--- src/rtl/core/kct_pkg.sv ---
// Shared types, codes and the fixed base translation table of the key code translator.
package kct_pkg;

  localparam int unsigned KeyW          = 23;
  localparam int unsigned ValW          = 25;
  localparam int unsigned CountW        = 7;
  localparam int unsigned OverrideDepth = 64;
  localparam int unsigned RomSize       = 54;
  localparam int unsigned RomIdxW       = 6;
  localparam logic [KeyW-1:0] AsciiLow  = KeyW'(32);
  localparam logic [KeyW-1:0] AsciiHigh = KeyW'(126);

  typedef enum logic [1:0] {
    OP_LOOKUP = 2'd0,
    OP_ADD    = 2'd1,
    OP_REMOVE = 2'd2,
    OP_CLEAR  = 2'd3
  } op_e;

  typedef enum logic [1:0] {
    STAT_OK   = 2'd0,
    STAT_MISS = 2'd1,
    STAT_FULL = 2'd2
  } status_e;

  typedef enum logic [2:0] {
    ST_IDLE,
    ST_SCAN,
    ST_TGT,
    ST_MOVE,
    ST_ROM,
    ST_RESP
  } state_e;

  typedef struct packed {
    logic [1:0]      operation;
    logic [KeyW-1:0] key_in;
    logic [ValW-1:0] new_value;
  } kct_in_t;

  typedef struct packed {
    logic [ValW-1:0]   mapped_key;
    logic [1:0]        status;
    logic [CountW-1:0] override_count;
  } kct_out_t;

  // Base table, sorted by source code.
  localparam logic [KeyW-1:0] RomSrc [RomSize] = '{
    23'd4194305, 23'd4194306, 23'd4194307, 23'd4194308, 23'd4194309, 23'd4194310,
    23'd4194311, 23'd4194312, 23'd4194313, 23'd4194314, 23'd4194315, 23'd4194316,
    23'd4194317, 23'd4194318, 23'd4194319, 23'd4194320, 23'd4194321, 23'd4194322,
    23'd4194323, 23'd4194324, 23'd4194325, 23'd4194326, 23'd4194327, 23'd4194328,
    23'd4194329, 23'd4194330, 23'd4194331, 23'd4194332, 23'd4194333, 23'd4194334,
    23'd4194335, 23'd4194336, 23'd4194337, 23'd4194338, 23'd4194339, 23'd4194340,
    23'd4194341, 23'd4194342, 23'd4194343, 23'd4194433, 23'd4194434, 23'd4194435,
    23'd4194436, 23'd4194437, 23'd4194438, 23'd4194439, 23'd4194440, 23'd4194441,
    23'd4194442, 23'd4194443, 23'd4194444, 23'd4194445, 23'd4194446, 23'd4194447
  };

  localparam logic [ValW-1:0] RomDst [RomSize] = '{
    25'h1000000, 25'h1000001, 25'h1000002, 25'h1000003, 25'h1000004, 25'h1000005,
    25'h1000006, 25'h1000007, 25'h1000008, 25'h1000009, 25'h100000A, 25'h100000B,
    25'h1000010, 25'h1000011, 25'h1000012, 25'h1000013, 25'h1000014, 25'h1000015,
    25'h1000016, 25'h1000017, 25'h1000020, 25'h1000021, 25'h1000022, 25'h1000023,
    25'h1000024, 25'h1000025, 25'h1000026, 25'h1000030, 25'h1000031, 25'h1000032,
    25'h1000033, 25'h1000034, 25'h1000035, 25'h1000036, 25'h1000037, 25'h1000038,
    25'h1000039, 25'h100003A, 25'h100003B, 25'h000002A, 25'h000002F, 25'h000002D,
    25'h000002E, 25'h000002B, 25'h0000030, 25'h0000031, 25'h0000032, 25'h0000033,
    25'h0000034, 25'h0000035, 25'h0000036, 25'h0000037, 25'h0000038, 25'h0000039
  };

endpackage

--- src/rtl/core/kct_ram.sv ---
// Generic single-write, single-read synchronous RAM with registered read data.
module kct_ram #(
  parameter int unsigned WIDTH = 8,
  parameter int unsigned DEPTH = 64,
  localparam int unsigned AW   = (DEPTH > 1) ? $clog2(DEPTH) : 1
) (
  input  logic             clk_i,
  input  logic             we_i,
  input  logic [AW-1:0]    waddr_i,
  input  logic [WIDTH-1:0] wdata_i,
  input  logic [AW-1:0]    raddr_i,
  output logic [WIDTH-1:0] rdata_o
);

  logic [WIDTH-1:0] mem [DEPTH];
  logic [WIDTH-1:0] rdata_q;

  always_ff @(posedge clk_i) begin
    if (we_i) begin
      mem[waddr_i] <= wdata_i;
    end
    rdata_q <= mem[raddr_i];
  end

  assign rdata_o = rdata_q;

endmodule

--- src/rtl/core/key_code_translation_table.sv ---
// Key code translator: override table scan in RAM, printable pass-through, base table search.
// A word on the input carries an operation, a source key and a target code; every word
// yields exactly one result word with the translated code, a status and the override count.
// Overrides live in two RAMs (source and target) with registered reads; every operation but
// clear scans the live entries at one RAM read per cycle; a lookup that misses the overrides
// and is not a printable code (32 to 126) then goes on to a binary search of the base table.
// The input is taken only while the sequencer is idle; a finished result waits in the output
// register so the next word can start while it is unclaimed. No clearing pass after reset.
module key_code_translation_table
  import kct_pkg::*;
#(
  parameter int unsigned OVERRIDE_DEPTH = OverrideDepth
) (
  input  logic     clk_i,
  input  logic     rst_ni,
  input  logic     in_valid_i,
  output logic     in_ready_o,
  input  kct_in_t  in_i,
  output logic     out_valid_o,
  input  logic     out_ready_i,
  output kct_out_t out_o
);

  localparam int unsigned IdxW = (OVERRIDE_DEPTH > 1) ? $clog2(OVERRIDE_DEPTH) : 1;
  localparam int unsigned CntW = $clog2(OVERRIDE_DEPTH + 1);

  typedef struct packed {
    logic [ValW-1:0] mapped;
    status_e         status;
  } res_t;

  state_e            state_q, state_d;
  kct_in_t           item_q;
  logic [CntW-1:0]   used_q, used_d;
  logic [CntW-1:0]   issue_q, issue_d;
  logic              cmp_vld_q, cmp_vld_d;
  logic [IdxW-1:0]   cmp_idx_q, cmp_idx_d;
  logic [IdxW-1:0]   hit_idx_q, hit_idx_d;
  logic [RomIdxW-1:0] lo_q, lo_d, hi_q, hi_d;
  res_t              res_q, res_d;
  logic              out_valid_q, out_valid_d;
  kct_out_t          out_q, out_d;

  logic              src_we, tgt_we;
  logic [IdxW-1:0]   src_waddr, tgt_waddr, src_raddr, tgt_raddr;
  logic [KeyW-1:0]   src_wdata, src_rdata;
  logic [ValW-1:0]   tgt_wdata, tgt_rdata;

  logic              accept, load, match, is_ascii;
  logic [RomIdxW:0]  mid_sum;
  logic [RomIdxW-1:0] mid;
  logic [CntW-1:0]   last;
  logic [CntW+CountW-1:0] used_ext;

  kct_ram #(.WIDTH(KeyW), .DEPTH(OVERRIDE_DEPTH)) u_src_ram (
    .clk_i  (clk_i),
    .we_i   (src_we),
    .waddr_i(src_waddr),
    .wdata_i(src_wdata),
    .raddr_i(src_raddr),
    .rdata_o(src_rdata)
  );

  kct_ram #(.WIDTH(ValW), .DEPTH(OVERRIDE_DEPTH)) u_tgt_ram (
    .clk_i  (clk_i),
    .we_i   (tgt_we),
    .waddr_i(tgt_waddr),
    .wdata_i(tgt_wdata),
    .raddr_i(tgt_raddr),
    .rdata_o(tgt_rdata)
  );

  assign in_ready_o  = (state_q == ST_IDLE);
  assign accept      = in_valid_i && in_ready_o;
  assign match       = cmp_vld_q && (src_rdata == item_q.key_in);
  assign is_ascii    = (item_q.key_in >= AsciiLow) && (item_q.key_in <= AsciiHigh);
  assign mid_sum     = {1'b0, lo_q} + {1'b0, hi_q};
  assign mid         = mid_sum[RomIdxW:1];
  assign last        = used_q - CntW'(1);
  assign used_ext    = {{CountW{1'b0}}, used_q};

  always_ff @(posedge clk_i or negedge rst_ni) begin
    if (!rst_ni) begin
      state_q     <= ST_IDLE;
      used_q      <= '0;
      out_valid_q <= 1'b0;
      cmp_vld_q   <= 1'b0;
    end else begin
      state_q     <= state_d;
      used_q      <= used_d;
      out_valid_q <= out_valid_d;
      cmp_vld_q   <= cmp_vld_d;
    end
  end

  always_ff @(posedge clk_i) begin
    if (accept) begin
      item_q <= in_i;
    end
    issue_q   <= issue_d;
    cmp_idx_q <= cmp_idx_d;
    hit_idx_q <= hit_idx_d;
    lo_q      <= lo_d;
    hi_q      <= hi_d;
    res_q     <= res_d;
    out_q     <= out_d;
  end

  always_comb begin
    state_d   = state_q;
    used_d    = used_q;
    issue_d   = issue_q;
    cmp_vld_d = 1'b0;
    cmp_idx_d = cmp_idx_q;
    hit_idx_d = hit_idx_q;
    lo_d      = lo_q;
    hi_d      = hi_q;
    res_d     = res_q;
    load      = 1'b0;
    src_we    = 1'b0;
    tgt_we    = 1'b0;
    src_waddr = used_q[IdxW-1:0];
    tgt_waddr = used_q[IdxW-1:0];
    src_wdata = item_q.key_in;
    tgt_wdata = item_q.new_value;
    src_raddr = issue_q[IdxW-1:0];
    tgt_raddr = cmp_idx_q;

    unique case (state_q)
      ST_IDLE: begin
        issue_d     = '0;
        res_d.mapped = '0;
        res_d.status = STAT_OK;
        if (accept) begin
          if (in_i.operation == OP_CLEAR) begin
            used_d  = '0;
            state_d = ST_RESP;
          end else begin
            state_d = ST_SCAN;
          end
        end
      end

      ST_SCAN: begin
        if (match) begin
          priority case (item_q.operation)
            OP_LOOKUP: begin
              tgt_raddr = cmp_idx_q;
              state_d   = ST_TGT;
            end
            OP_ADD: begin
              tgt_we    = 1'b1;
              tgt_waddr = cmp_idx_q;
              state_d   = ST_RESP;
            end
            default: begin
              // fetch the last entry to fill the hole
              src_raddr = last[IdxW-1:0];
              tgt_raddr = last[IdxW-1:0];
              hit_idx_d = cmp_idx_q;
              state_d   = ST_MOVE;
            end
          endcase
        end else if (issue_q < used_q) begin
          src_raddr = issue_q[IdxW-1:0];
          cmp_vld_d = 1'b1;
          cmp_idx_d = issue_q[IdxW-1:0];
          issue_d   = issue_q + CntW'(1);
        end else begin
          priority case (item_q.operation)
            OP_LOOKUP: begin
              if (is_ascii) begin
                res_d.mapped = ValW'(item_q.key_in);
                state_d      = ST_RESP;
              end else begin
                lo_d    = '0;
                hi_d    = RomIdxW'(RomSize);
                state_d = ST_ROM;
              end
            end
            OP_ADD: begin
              if (used_q < CntW'(OVERRIDE_DEPTH)) begin
                src_we = 1'b1;
                tgt_we = 1'b1;
                used_d = used_q + CntW'(1);
              end else begin
                res_d.status = STAT_FULL;
              end
              state_d = ST_RESP;
            end
            default: begin
              res_d.status = STAT_MISS;
              state_d      = ST_RESP;
            end
          endcase
        end
      end

      ST_TGT: begin
        res_d.mapped = tgt_rdata;
        state_d      = ST_RESP;
      end

      ST_MOVE: begin
        src_we    = 1'b1;
        tgt_we    = 1'b1;
        src_waddr = hit_idx_q;
        tgt_waddr = hit_idx_q;
        src_wdata = src_rdata;
        tgt_wdata = tgt_rdata;
        used_d    = last;
        state_d   = ST_RESP;
      end

      ST_ROM: begin
        if (lo_q >= hi_q) begin
          res_d.status = STAT_MISS;
          state_d      = ST_RESP;
        end else if (RomSrc[mid] == item_q.key_in) begin
          res_d.mapped = RomDst[mid];
          state_d      = ST_RESP;
        end else if (RomSrc[mid] < item_q.key_in) begin
          lo_d = mid + RomIdxW'(1);
        end else begin
          hi_d = mid;
        end
      end

      ST_RESP: begin
        // hold until the output register is free
        if (!out_valid_q || out_ready_i) begin
          load    = 1'b1;
          state_d = ST_IDLE;
        end
      end

      default: state_d = ST_IDLE;
    endcase
  end

  always_comb begin
    out_d       = out_q;
    out_valid_d = out_valid_q && !out_ready_i;
    if (load) begin
      out_d.mapped_key     = res_q.mapped;
      out_d.status         = res_q.status;
      out_d.override_count = used_ext[CountW-1:0];
      out_valid_d          = 1'b1;
    end
  end

  assign out_valid_o = out_valid_q;
  assign out_o       = out_q;

  a_used_bound: assert property (@(posedge clk_i) disable iff (!rst_ni)
    used_q <= CntW'(OVERRIDE_DEPTH))
    else $error("override count above table depth");

  a_used_step: assert property (@(posedge clk_i) disable iff (!rst_ni)
    (used_q != $past(used_q)) |->
      (used_q == $past(used_q) + CntW'(1) || used_q == $past(used_q) - CntW'(1) ||
       used_q == '0))
    else $error("override count moved by more than one entry");

  a_full_only_at_depth: assert property (@(posedge clk_i) disable iff (!rst_ni)
    (load && res_q.status == STAT_FULL) |-> (used_q == CntW'(OVERRIDE_DEPTH)))
    else $error("full status while table has room");

  a_no_write_idle: assert property (@(posedge clk_i) disable iff (!rst_ni)
    (state_q == ST_IDLE || state_q == ST_RESP) |-> (!src_we && !tgt_we))
    else $error("override RAM written outside an operation");

endmodule

--- config.mk ---
export PLATFORM = sky130hd
export DESIGN_NAME = key_code_translation_table
export DESIGN_NICKNAME = d
export VERILOG_FILES = /design/src/rtl/core/kct_pkg.sv /design/src/rtl/core/kct_ram.sv /design/src/rtl/core/key_code_translation_table.sv
export SDC_FILE = /design/constraint.sdc
export NUM_CORES = 2
export LEC_CHECK = 0
export BUFFER_PORTS_ARGS = -buffer_cell sky130_fd_sc_hd__clkbuf_2
export CAP_MARGIN = 20
export CELL_PAD_IN_SITES_DETAIL_PLACEMENT = 0
export CELL_PAD_IN_SITES_GLOBAL_PLACEMENT = 1
export CORE_MARGIN = 5
export CORE_UTILIZATION = 30
export DETAILED_ROUTE_END_ITERATION = 16
export PLACE_DENSITY_LB_ADDON = 0.1
export SYNTH_ARGS = -nofsm -noshare
export SYNTH_HDL_FRONTEND = slang
export SYNTH_SLANG_ARGS = --single-unit
--- constraint.sdc ---
create_clock -name clk_i -period 5.7 [get_ports clk_i]
set_clock_uncertainty 0.05 [all_clocks]
set_input_delay 0.285 -clock clk_i [delete_from_list [all_inputs] [get_ports clk_i]]
set_output_delay 0.285 -clock clk_i [all_outputs]
set_load 0.01 [all_outputs]
Word-level counts from Yosys, hierarchy flattened
Memory sizes are Yosys's and may differ from the RTL's. A register that Yosys moved wholly into a read port is not among the register bits.
Cells that the tools add are included.
{"block": "op_classes", "n_bitwise": 3, "n_eq_ne": 30, "n_mux": 82, "reduce_logical": 25, "n_lt_le_gt_ge": 7, "n_addsub": 5}
{"cell": "25-bit two-way mux", "n": 7}
{"cell": "6-bit two-way mux", "n": 23}
{"cell": "25-bit one-hot mux with 4 select lines", "n": 1}
{"cell": "23-bit two-way mux", "n": 3}
{"cell": "7-bit two-way mux", "n": 8}
{"cell": "27-bit two-way mux", "n": 2}
{"cell": "23-bit == test", "n": 2}
{"cell": "6-bit one-hot mux with 2 select lines", "n": 3}
{"cell": "2-bit != test, second input constant", "n": 14}
{"cell": "23-bit by 6-bit greater-or-equal comparator with 1-bit output, second input constant", "n": 1}
{"cell": "23-bit by 7-bit <= comparator with 1-bit output, second input constant", "n": 1}
{"cell": "23-bit < comparator", "n": 1}
{"cell": "3-bit two-way mux", "n": 7}
{"cell": "7-bit one-hot mux with 3 select lines", "n": 1}
{"cell": "1-bit two-way mux", "n": 18}
{"cell": "8-bit AND reduction", "n": 2}
{"cell": "3-bit one-hot mux with 5 select lines", "n": 1}
{"cell": "7-bit by 1-bit adder with 7-bit output, second input constant", "n": 2}
{"cell": "7-bit one-hot mux with 2 select lines", "n": 1}
{"cell": "7-bit AND reduction", "n": 2}
{"cell": "3-bit != test, second input constant", "n": 3}
{"cell": "3-bit AND reduction", "n": 3}
{"cell": "2-bit by 1-bit != test with 1-bit output, second input constant", "n": 4}
{"cell": "6-bit by 6-bit adder with 7-bit output", "n": 1}
{"cell": "other kinds (29)", "n": 41}
{"block": "word_totals", "wordCells": 173, "output_inout_bits": 36, "memories": 4, "mem_bits_rw": 3072, "rom_bits": 3072, "inputBits": 54, "reg_bits": 154}
{"memory": "(name not given)", "depth": 64, "width": 25, "read_ports": 1, "rd_ports_with_merged_regs": 0, "wr": 0, "line": "key_code_translation_table.sv:220", "source": "res_d.mapped = RomDst[mid];"}
{"memory": "u_tgt_ram.mem", "depth": 64, "width": 25, "read_ports": 1, "rd_ports_with_merged_regs": 1, "wr": 1, "line": "kct_ram.sv:15", "source": "logic [WIDTH-1:0] mem [DEPTH];"}
{"memory": "(name not given)", "depth": 64, "width": 23, "read_ports": 1, "rd_ports_with_merged_regs": 0, "wr": 0, "line": "key_code_translation_table.sv:222", "source": "end else if (RomSrc[mid] < item_q.key_in) begin"}
{"memory": "u_src_ram.mem", "depth": 64, "width": 23, "read_ports": 1, "rd_ports_with_merged_regs": 1, "wr": 1, "line": "kct_ram.sv:15"}

Depth between registers and ports, before layout
{"block": "depth", "word_depth": 10, "ltp_mapped": 24, "ltp_nobuf": 23}

Hierarchy
From an unflattened synthesis, not the netlist that was laid out.
{"block": "hier_totals", "hier_cells": 6109, "hier_area_um2": 127424.7}
{"module": "kct_ram at u_tgt_ram", "seq_area_each_um2": 48546.6, "instances": 1, "area_per_inst_um2": 62497.4, "cells_each": 2850}
{"module": "kct_ram at u_src_ram", "seq_area_each_um2": 44662.8, "instances": 1, "area_per_inst_um2": 56581.8, "cells_each": 2458}
{"module": "key_code_translation_table", "seq_area_each_um2": 4564.4, "instances": 1, "area_per_inst_um2": 8345.5, "cells_each": 801}

Worst setup path before layout
No wires, ideal clock.
{"block": "synth_timing", "path_kind": "flip-flop to flip-flop", "from": "register lo_q[1]", "to": "register res_q[10] (netlist name), enable pin", "slack_ns": 0.149, "setup_ns": 0.446, "n_path_buf": 1, "path_stages_with_launch": 19, "t_required_ns": 5.204, "arrival_time_ns": 5.055, "cell_sequence": "edfxtp_1 -> ha_1 -> nand2b_1 -> a21oi_1 -> o21ai_0 -> a21oi_1 -> nor2_1 -> xor2_1 -> clkbuf_1 -> nor2_1 -> nor2_1 -> a221o_1 -> ha_1 -> nand4_1 -> nor4_1 -> nor2_1 -> a21oi_1 -> nand2_1 -> a211oi_1"}
{"block": "synth_between", "elab_chain_len": 8, "word_cells_on_any_way": 10, "cone_classes": "1 x add/sub; 1 x order compare; 3 x eq/ne; 2 x mux; 1 x bitwise; 1 x reduce/logical; 1 x memory"}
{"element": "from (decl)", "line": "key_code_translation_table.sv:39", "source": "logic [RomIdxW-1:0] lo_q, lo_d, hi_q, hi_d;"}
{"element": "from (signal assigned)", "line": "key_code_translation_table.sv:103", "source": "lo_q <= lo_d;"}
{"element": "6-bit by 6-bit adder with 7-bit output", "line": "key_code_translation_table.sv:77", "source": "assign mid_sum = {1'b0, lo_q} + {1'b0, hi_q};"}
{"element": "6-bit inverter with 7-bit output (implied by the code)", "line": "key_code_translation_table.sv:219", "source": "end else if (RomSrc[mid] == item_q.key_in) begin"}
{"element": "memory read 64 x 23 bit"}
{"element": "23-bit two-way mux (2 in series)"}
{"element": "23-bit == test", "line": "key_code_translation_table.sv:219"}
{"element": "2-bit != test (no line)"}
{"element": "7-bit AND reduction (no line) (*)"}
{"element": "to (signal assigned)", "line": "key_code_translation_table.sv:105", "source": "res_q <= res_d;"}
{"element": "to (decl)", "line": "key_code_translation_table.sv:40", "source": "res_t res_q, res_d;"}
Every way passes the cells marked *; elsewhere a longest branch is shown, timed or not. The select of a mux whose other input is x is not followed.
A chain may end at the register's enable or synchronous reset.

Final worst setup path
{"block": "layout_timing", "from": "register u_src_ram.rdata_q[19], in the netlist u_src_ram.rdata_o[19], read port of u_src_ram.mem", "to": "register u_src_ram.rdata_q[8], in the netlist u_src_ram.rdata_o[8], read port of u_src_ram.mem"}
{"block": "layout_between", "elab_chain_len": 4}
{"element": "from (decl)", "line": "kct_ram.sv:16", "source": "logic [WIDTH-1:0] rdata_q;"}
{"element": "23-bit == test", "line": "key_code_translation_table.sv:75", "source": "assign match = cmp_vld_q && (src_rdata == item_q.key_in);"}
{"element": "1-bit logical AND", "line": "key_code_translation_table.sv:75"}
{"element": "6-bit two-way mux", "line": "key_code_translation_table.sv:145", "source": "if (match) begin"}
{"element": "6-bit two-way mux", "line": "key_code_translation_table.sv:129", "source": "unique case (state_q)"}
No other way between the ends.

==> impl_metrics.py <==
metrics = {
    "place": {
        "preCtsSetupSlack_ps": -34.3,
        "place_area_um2": 143000,
        "post-place-cells": 15400,
        "dp_hpwl_um": 297000,
        "port_buffers": 89,
        "gp_congestion": 0.851,
    },
    "critical_path": {
        "regToRegSetupSlack_ps": 70,
        "cp.required_ps": 6250,
        "reg2regPathDepth": 13,
        "r2r-end": "u_src_ram.rdata_o[8]$_DFF_P_",
        "cp_slowest_cell": "dfxtp_1",
        "crit_fanout": 34,
        "r2r-start": "u_src_ram.rdata_o[19]$_DFF_P_",
        "worstPathCellList": "xor2_1 > nor4_2 > and4_1 > buf_4 > a31o_2 > and2_4 > buf_12 > buf_12 > a32o_1 > o22ai_1 > a211oi_1 > buf_4 > nand4_1",
        "cp.arrival_ps": 6170,
        "crit_type": "register to register",
        "start_kind": "register",
        "cpPeakStageDelay_ps": 820,
        "cp-end-kind": "register",
    },
    "sta": {
        "min_period_ps": 5630,
        "worst_pin_slew_ps": 1160,
        "drv_slew": 0,
        "layout_setup_ws_ps": 73.9,
        "slew_headroom_pct": 22.6,
        "hold_viol": 0,
        "post-route-period-util_pct": 98.7,
        "fmax_mhz": 178,
        "rsz0062_at_grt": "false",
        "setup_violations": 0,
    },
    "floorplan": {
        "rows": 241,
        "start_util_pct": 30.1,
        "ios": 90,
        "dieArea_um2": 446000,
        "die-width_um": 668,
        "core_um2": 431000,
        "fp.dieH_um": 668,
    },
    "drt": {
        "wirelength_um": 487000,
        "drc": 0,
        "via_count": 83300,
        "drtIter0Drc": 7125,
        "drt-vias-per-instance": 5.12,
        "wl_per_cell_um": 29.9,
        "antenna_left": 0,
        "firstDrtPassIters": 8,
    },
    "clocking": {
        "cts.sinks": 3274,
        "cts_buffers": 372,
        "clkLatencyLatePin_ps": 960,
        "h-tree-depth": 5,
        "clk_pin_slew_ps": 60,
        "cts_buffer_depth": 4,
        "root_buffer": "clkbuf_16",
        "cts_tree": "built",
    },
    "yosys": {
        "synth_warnings": 0,
        "synth_seq_cells": 3274,
        "avgSynthCellArea_um2": 13.5,
        "ys_seq_area_share_pct": 75.3,
        "syn_area_um2": 130000,
        "synth_ff_type": "edfxtp_1",
        "synth_cell_type_count": 90,
        "syn_inst": 9583,
        "synth_fp_nets": 9678,
        "synthArstFlopShare_pct": 0.367,
        "synth-edff-count": 3214,
    },
    "cells_and_area": {
        "final_area_um2": 156000,
        "nets": 10300,
        "final_cell_mix": "edfxtp_1, nand2_1, nand3_1",
        "area_growth_pct": 20.0,
        "utilization_pct": 36.1,
        "final_cells": 16300,
        "final_common_cell": "edfxtp_1",
        "drive_gt1_share_pct": 14.6,
    },
    "job": {
        "maxCapViolCount": 0,
    },
    "power_and_ir_drop": {
        "powerDensity_nw_per_um2": 484,
        "irDropWorstVdd_uv": 276,
        "p_leak_nw": 52.5,
    },
    "global_route": {
        "track_usage_pct": 21.3,
        "antenna_found_initial": 18,
        "grt_pass1_wl_um": 674000,
        "grt_max_degree": 84,
        "grt_pass1_vias": 82100,
        "grt_overflow": 0,
    },
    "worst_hold_path": {
        "min-delay-start": "in_i[45]",
        "worstHoldEndpoint": "item_q[45]$_DFFE_PP_",
        "hold_path_class": "input pin to register",
        "worstHoldPathCells": 2,
    },
    "run_status": {
        "status": "completed",
    },
}
power by group:
| part | internal (mW) | leakage (nW) | switching [mW] |
|---|---|---|---|
| sequential | 27.8 | 29.5 | 1.01 |
| clock | 13.9 | 5.85 | 9.91 |
| combinational | 6.84 | 17.2 | 15.9 |
cell type report:
type / instances / area [um^2]
tap: 5710 / 7140
fill: 41300 / 275000
inverter: 46 / 173
clock inverter: 199 / 1840
multi-input combinational: 5669 / 30300
clock buffer: 477 / 10100
antenna: 47 / 118
timing repair buffer: 846 / 8230
sequential: 3274 / 97800
sequential cells by signal (all words and copies together) (netlist names):
register	cells
state_q	3
u_src_ram.mem	1472
res_q	27
out_o	34
hi_q	6
hit_idx_q	6
u_tgt_ram.mem	1600
u_tgt_ram.rdata_o	25
used_q	7
item_q	50
u_src_ram.rdata_o	23
issue_q	7
out_valid_o	1
lo_q	6
cmp_vld_q	1
cmp_idx_q	6
stage by stage:
| stage | setup TNS (ps) | hold slack, ps | power, mW |
|---|---|---|---|
| after floorplan | 0 | -60.6 | 40.1 |
| after global placement | -2540 | 206 | 52.2 |
| after detailed placement | -34.3 | 210 | 52.3 |
| after CTS | 0 | 1.28 | 76.4 |
| after global routing | 0 | 27.1 | 78.5 |
| final | 0 | 61.4 | 75.4 |
layer usage:
layer / vias to the layer above / part of all wire [%] / GRT usage (%)
li1: 37200 / - / -
met1: 43500 / 43 / 28.3
met2: 2022 / 49 / 36.7
met3: 554 / 3.8 / 2.02
met4: 2 / 3.4 / 6.57
met5: - / 0.0033 / 0
how the worst max path moves through the flow:
stage | end | slack [ps] | cells past startpoint | from
after CTS | u_src_ram.rdata_o[8]$_DFF_P_ | 7 | 13 | u_src_ram.rdata_o[19]$_DFF_P_
after detailed placement | u_src_ram.rdata_o[8]$_DFF_P_ | -30 | 13 | u_src_ram.rdata_o[9]$_DFF_P_
after global routing | u_src_ram.rdata_o[8]$_DFF_P_ | 50 | 13 | u_src_ram.rdata_o[3]$_DFF_P_
final | u_src_ram.rdata_o[8]$_DFF_P_ | 70 | 13 | u_src_ram.rdata_o[19]$_DFF_P_
after global placement | u_src_ram.rdata_o[3]$_DFF_P_ | -760 | 13 | u_src_ram.rdata_o[9]$_DFF_P_
after floorplan | res_q[10]$_DFFE_PP_ | 150 | 18 | lo_q[1]$_SDFFCE_PN0P_
cells in the mapped netlist, types with 20 or more instances:
master    instances  share of area, %
o21ai_0          62              0.24
or4_1            27              0.16
a32oi_1          49              0.33
nand3_1        1178               4.5
a211oi_1         94              0.54
and3_1           76              0.37
nor4_1           28              0.13
o211ai_1         27              0.16
dfxtp_1          48              0.74
a21oi_1         306               1.2
buf_2           156              0.60
buf_6            20              0.17
a31oi_1          93              0.45
a311oi_1         42              0.28
inv_1            45              0.13
buf_1            96              0.28
nand2b_1         23              0.11
clkbuf_1        309              0.89
nor3_1           84              0.32
nand2_1        2564               7.4
nand4_1         160              0.77
edfxtp_1       3214                74
a22oi_1          22              0.13
a32o_1           39              0.30
a221oi_1        122              0.82
o22ai_1          40              0.19
mux2i_1         206               1.6
nor2_1          144              0.42
ha_1             40              0.39
what timing repair did:
item	4_1_cts	5_1_grt
hold buffers	94	0
setup endpoints to repair	1	0
hold endpoints to repair	80	0
resized for setup	1	0
setup buffers	0	0
worst max-delay path, delay by kind of cell (launching register included):
kind | cells | cell delay [ps]
flip-flops | 1 | 820
buffers and inverters | 4 | 1040
XOR/XNOR | 1 | 170
AND/OR/NAND/NOR | 4 | 1820
AO/OA/AOI/OAI | 4 | 1220
kinds of logic after synthesis:
family | synth area share [%]
xor+xnor | 0.236
compound gates | 5.41
fa+ha+maj | 0.401
simple gates | 14.8
buf+inv | 2.19
mux | 1.61
flops | 75.3
Note: power is estimated with default switching activity, not from simulation.
